File: src/rtl/akvt_pkg.sv
// Package for the account key/value table: item types, datapath command and
// status structs, and result kind codes. Depends on nothing.
`timescale 1ns / 1ps

package akvt_pkg;

    typedef struct packed {
        logic        func;
        logic [63:0] key_word_0;
        logic [63:0] key_word_1;
        logic [63:0] key_word_2;
        logic [63:0] key_word_3;
        logic [63:0] new_balance;
        logic [63:0] new_nonce;
    } t_in_item;

    typedef struct packed {
        logic        found;
        logic [63:0] balance_out;
        logic [63:0] nonce_out;
        logic        table_full;
        logic [5:0]  entry_index;
    } t_out_item;

    localparam logic FUNC_LOOKUP = 1'b0;
    localparam logic FUNC_SET    = 1'b1;

    // Result kinds that the controller hands to the datapath.
    localparam logic [2:0] KIND_LOOKUP_MISS = 3'd0;
    localparam logic [2:0] KIND_LOOKUP_HIT  = 3'd1;
    localparam logic [2:0] KIND_SET_HIT     = 3'd2;
    localparam logic [2:0] KIND_INSERT      = 3'd3;
    localparam logic [2:0] KIND_FULL        = 3'd4;

    typedef struct packed {
        logic       start;     // capture the request, restart the scan
        logic       issue;     // read the next occupied key slot
        logic       dat_rd;    // read balance and nonce at the matched slot
        logic       dat_wr;    // write balance and nonce
        logic       key_wr;    // append the key at the next free slot
        logic       finish;    // form the result of the given kind
        logic [2:0] kind;
        logic       publish;   // move the result into the output register
    } t_cmd;

    typedef struct packed {
        logic is_set;     // the captured request is a set
        logic more;       // occupied slots remain to be read
        logic cmp_valid;  // a key read last cycle is being compared
        logic hit;        // that key matches the request
        logic full;       // every slot is occupied
        logic out_free;   // the output register can take a result
    } t_sts;

endpackage

File: src/rtl/akvt_ctrl.sv
// Controller of the account key/value table: sequences capture, key scan,
// store updates and result hand-off. Depends on akvt_pkg.
`timescale 1ns / 1ps

module akvt_ctrl (
    input  logic          i_clk,
    input  logic          i_rst_n,
    input  logic          i_in_valid,
    output logic          o_in_ready,
    input  akvt_pkg::t_sts i_sts,
    output akvt_pkg::t_cmd o_cmd
);

    import akvt_pkg::*;

    localparam logic [1:0] S_IDLE  = 2'd0;
    localparam logic [1:0] S_SCAN  = 2'd1;
    localparam logic [1:0] S_LREAD = 2'd2;
    localparam logic [1:0] S_RESP  = 2'd3;

    logic [1:0] r_state;
    logic [1:0] n_state;
    t_cmd       cmd;

    always_comb begin
        n_state = r_state;
        cmd     = '0;
        unique case (r_state)
            S_IDLE: begin
                if (i_in_valid) begin
                    cmd.start = 1'b1;
                    n_state   = S_SCAN;
                end
            end
            S_SCAN: begin
                priority if (i_sts.hit) begin
                    if (i_sts.is_set == FUNC_SET) begin
                        cmd.dat_wr = 1'b1;
                        cmd.finish = 1'b1;
                        cmd.kind   = KIND_SET_HIT;
                        n_state    = S_RESP;
                    end else begin
                        cmd.dat_rd = 1'b1;
                        n_state    = S_LREAD;
                    end
                end else if (i_sts.more) begin
                    cmd.issue = 1'b1;
                end else if (!i_sts.cmp_valid) begin
                    cmd.finish = 1'b1;
                    n_state    = S_RESP;
                    priority if (i_sts.is_set != FUNC_SET) begin
                        cmd.kind = KIND_LOOKUP_MISS;
                    end else if (i_sts.full) begin
                        cmd.kind = KIND_FULL;
                    end else begin
                        cmd.kind   = KIND_INSERT;
                        cmd.key_wr = 1'b1;
                        cmd.dat_wr = 1'b1;
                    end
                end else begin
                    // Last key still in comparison: wait for it.
                    n_state = S_SCAN;
                end
            end
            S_LREAD: begin
                cmd.finish = 1'b1;
                cmd.kind   = KIND_LOOKUP_HIT;
                n_state    = S_RESP;
            end
            S_RESP: begin
                if (i_sts.out_free) begin
                    cmd.publish = 1'b1;
                    n_state     = S_IDLE;
                end
            end
            default: begin
                n_state = S_IDLE;
            end
        endcase
    end

    always_ff @(posedge i_clk) begin
        if (!i_rst_n) begin
            r_state <= S_IDLE;
        end else begin
            r_state <= n_state;
        end
    end

    assign o_in_ready = (r_state == S_IDLE);
    assign o_cmd      = cmd;

endmodule

File: config.mk
export PLATFORM = sky130hd
export DESIGN_NAME = akvt_ctrl
export DESIGN_NICKNAME = d
export VERILOG_FILES = /design/src/rtl/akvt_pkg.sv /design/src/rtl/akvt_ctrl.sv
export SDC_FILE = /design/constraint.sdc
export NUM_CORES = 1
export LEC_CHECK = 0
export BUFFER_PORTS_ARGS = -buffer_cell sky130_fd_sc_hd__buf_2
export CAP_MARGIN = 5
export CORE_AREA = 2 2 39 41
export CTS_CLUSTER_DIAMETER = 40
export DETAILED_ROUTE_END_ITERATION = 6
export DIE_AREA = 0 0 41 43
export PLACE_DENSITY_LB_ADDON = 0.08
export SYNTH_ARGS = -nofsm -noshare
export SYNTH_HDL_FRONTEND = slang
export SYNTH_SLANG_ARGS = --single-unit
File: constraint.sdc
create_clock -name i_clk -period 2.11 [get_ports i_clk]
set_input_delay 0.422 -clock i_clk [delete_from_list [all_inputs] [get_ports i_clk]]
set_output_delay 0.422 -clock i_clk [all_outputs]
set_load 0.02 [all_outputs]
==> impl_metrics.py <==
metrics = {
    "cts": {
        "cts_tree": "built",
        "clock_latency_ps": 220,
        "h-tree-depth": 1,
        "clock-sinks": 2,
        "numCtsBuffers": 3,
        "cts.path.max_buffers": 2,
        "cts_post_setup_buffers_inserted": 0,
        "cts-root-buf": "clkbuf_4",
        "cts-resized-gates": 0,
        "ctsHoldBuffers": 0,
        "clkTransAtPathRegs_ps": 30,
    },
    "pwr": {
        "powerDensity_nw_per_um2": 620.2,
        "finalPower_w": 0.0002794,
        "p_leak_nw": 0.2403,
        "irDropWorstVdd_v": 0.0001722,
    },
    "critical_path": {
        "slowest_stage": "dfxtp_1",
        "worstSetupPathType": "register to primary output",
        "r2r_slack_ps": 680,
        "arrival_ps": 1510,
        "cpLargestDelayFamily": "flip-flops",
        "end_kind": "primary output",
        "cp_cell_sequence": "inv_1 > ha_1 > nand2_1 > nor3_4 > o21a_1 > buf_2",
        "path_buf_inv": 2,
        "worstSetupStartpointType": "register",
        "max_stage_delay_ps": 400,
        "cp_max_fo": 5,
        "crit_required_ps": 1690,
    },
    "route": {
        "num_vias": 348,
        "drtIter0Drc": 5,
        "wl_um": 725,
        "vias_per_cell": 4.462,
        "dr.pass1.iters": 4,
        "final_antenna_net_count": 0,
        "routedWlPerCell_um": 9.295,
        "drc": 0,
    },
    "sta": {
        "fin_worst_skew_ps": 3.046,
        "period_share_pct": 91.70,
        "finalWorstSetupSlack_ps": 175.2,
        "slew_violations": 0,
        "slew_headroom_pct": 87.18,
        "tightest_slew_ps": 191.8,
        "rsz0062_at_grt": "no",
        "fmax_mhz": 516.9,
        "setup_tns_ps": 0,
        "finalCriticalPeriod_ps": 1935,
        "hold_violations": 0,
        "setup_viol": 0,
    },
    "place": {
        "gp_congestion": 0.6207,
        "pre_cts_ws_ps": 301.3,
        "dp_hpwl_um": 602.4,
        "dp.cells": 75,
        "port_buffers": 19,
    },
    "grt": {
        "antenna_found_initial": 0,
        "grt-ovfl-total": 0,
        "grt_max_degree": 7,
        "grt_pass1_wl_um": 1145,
        "track_usage_pct": 9.510,
        "grt_pass1_vias": 307,
    },
    "synth": {
        "synth_edf_count": 0,
        "synthTopCellsByArea": "ha_1 (20%), dfxtp_1 (13%), nand2b_1 (6.0%)",
        "synth_top_area_cell": "ha_1",
        "ys.flop_type": "dfxtp_1",
        "yosysUniqueCellTypes": 21,
        "ys_seq_area_share_pct": 12.80,
        "ys_warn_count": 0,
        "synth_most_common_cell": "ha_1",
        "async_flop_share_pct": 0,
        "ys_ff_latch": 2,
        "avgSynthCellArea_um2": 7.820,
        "synth_area_um2": 312.8,
        "synth_commonest_cells": "ha_1 (5), inv_1 (4), nand2_1 (4), nand2b_1 (3), nor2_1 (3)",
        "synth_nets": 54,
        "synthCells": 40,
        "synth_top_area_share_pct": 20.00,
    },
    "final_layout": {
        "stdcell_count": 78,
        "drive_gt1_share_pct": 40.32,
        "fin_nets": 78,
        "fill_cells": 158,
        "num_antenna_cells": 0,
        "area_growth_syn_to_layout_pct": 44.00,
    },
    "floorplan": {
        "start_util_pct": 22.60,
        "core_region_area_um2": 1384,
        "die_width_um": 41,
        "io_pins": 20,
        "die_area_um2": 1763,
        "die_y_um": 43,
        "rows": 14,
    },
    "status": {
        "status": "finished, final reports clean",
    },
    "hold_path": {
        "hold_class": "primary input to register",
    },
    "job": {
        "maxCapViolations": 0,
    },
}
[kinds of logic after synthesis]
group | synth area share [%]
buffers and inverters | 4.799
AO/OA/AOI/OAI | 16.40
multiplexers | 3.200
AND/OR/NAND/NOR | 42.80
flip-flops | 12.80
adder cells (fa/ha/maj) | 20.00
[metal layers]
| layer | GRT usage, % | share of wire [%] | vias to the layer above |
|---|---|---|---|
| li1 | - | - | 183 |
| met1 | 11.78 | 45 | 150 |
| met2 | 13.44 | 47 | 15 |
| met3 | 4.712 | 7.9 | 0 |
| met4 | 4.000 | 0 | 0 |
| met5 | 0 | 0 | - |
[per-stage QoR]
stage | util [%] | hold WS, ps | cell area, µm²
2_1_floorplan | - | 483.2 | 312.8
3_3_place_gp | 30.92 | 535.3 | 427.9
3_5_place_dp | 30.92 | 528.3 | 427.9
4_1_cts | 32.55 | 470.6 | 450.4
5_1_grt | 32.55 | 470.2 | 450.4
6_report | 32.55 | 472.6 | 450.4
[placed cells by master, fill, tap and decap left out, types with 2 or more instances in the layout]
master / n
ha_1: 5
inv_1: 4
o21a_1: 2
buf_2: 19
nor3_1: 2
nand2_1: 4
nand2b_1: 3
nor2_1: 3
dfxtp_1: 2
nand3_1: 2
clkbuf_4: 3
and2_1: 2
[area by class of cell]
type / instances / area, µm² / share of cell area, %
multi-input cells: 34 / 257.7 / 57.22
repair buffers: 19 / 95.09 / 21.11
flip-flops and latches: 2 / 40.04 / 8.889
clock buffers: 3 / 22.52 / 5.000
well taps: 16 / 20.02 / 4.444
inverters: 4 / 15.01 / 3.333
[worst register-to-register path, stage by stage, from the launching register on]
cell and delay [ps]:
dfxtp_1 340, inv_1 110, ha_1 250, nand3b_1 180
o2111a_1 180, o221a_2 260
[path summary, 6_finish.rpt]
check	startpoint	to	depth (start not counted)
max	register	o_cmd[1]	6
min	i_rst_n	r_state[0]	2
max reg2reg	register	r_state[0]	5
min reg2reg	register	register	2
[power breakdown]
part | internal (W) | switching, W | total [W]
combinational | 0.0000596 | 0.0000834 | 0.000143
sequential | 0.0000444 | 0.00000793 | 0.0000524
clock | 0.0000627 | 0.0000213 | 0.0000840
total | 0.000167 | 0.000113 | 0.000279
Note: power is estimated with default switching activity, not from simulation.
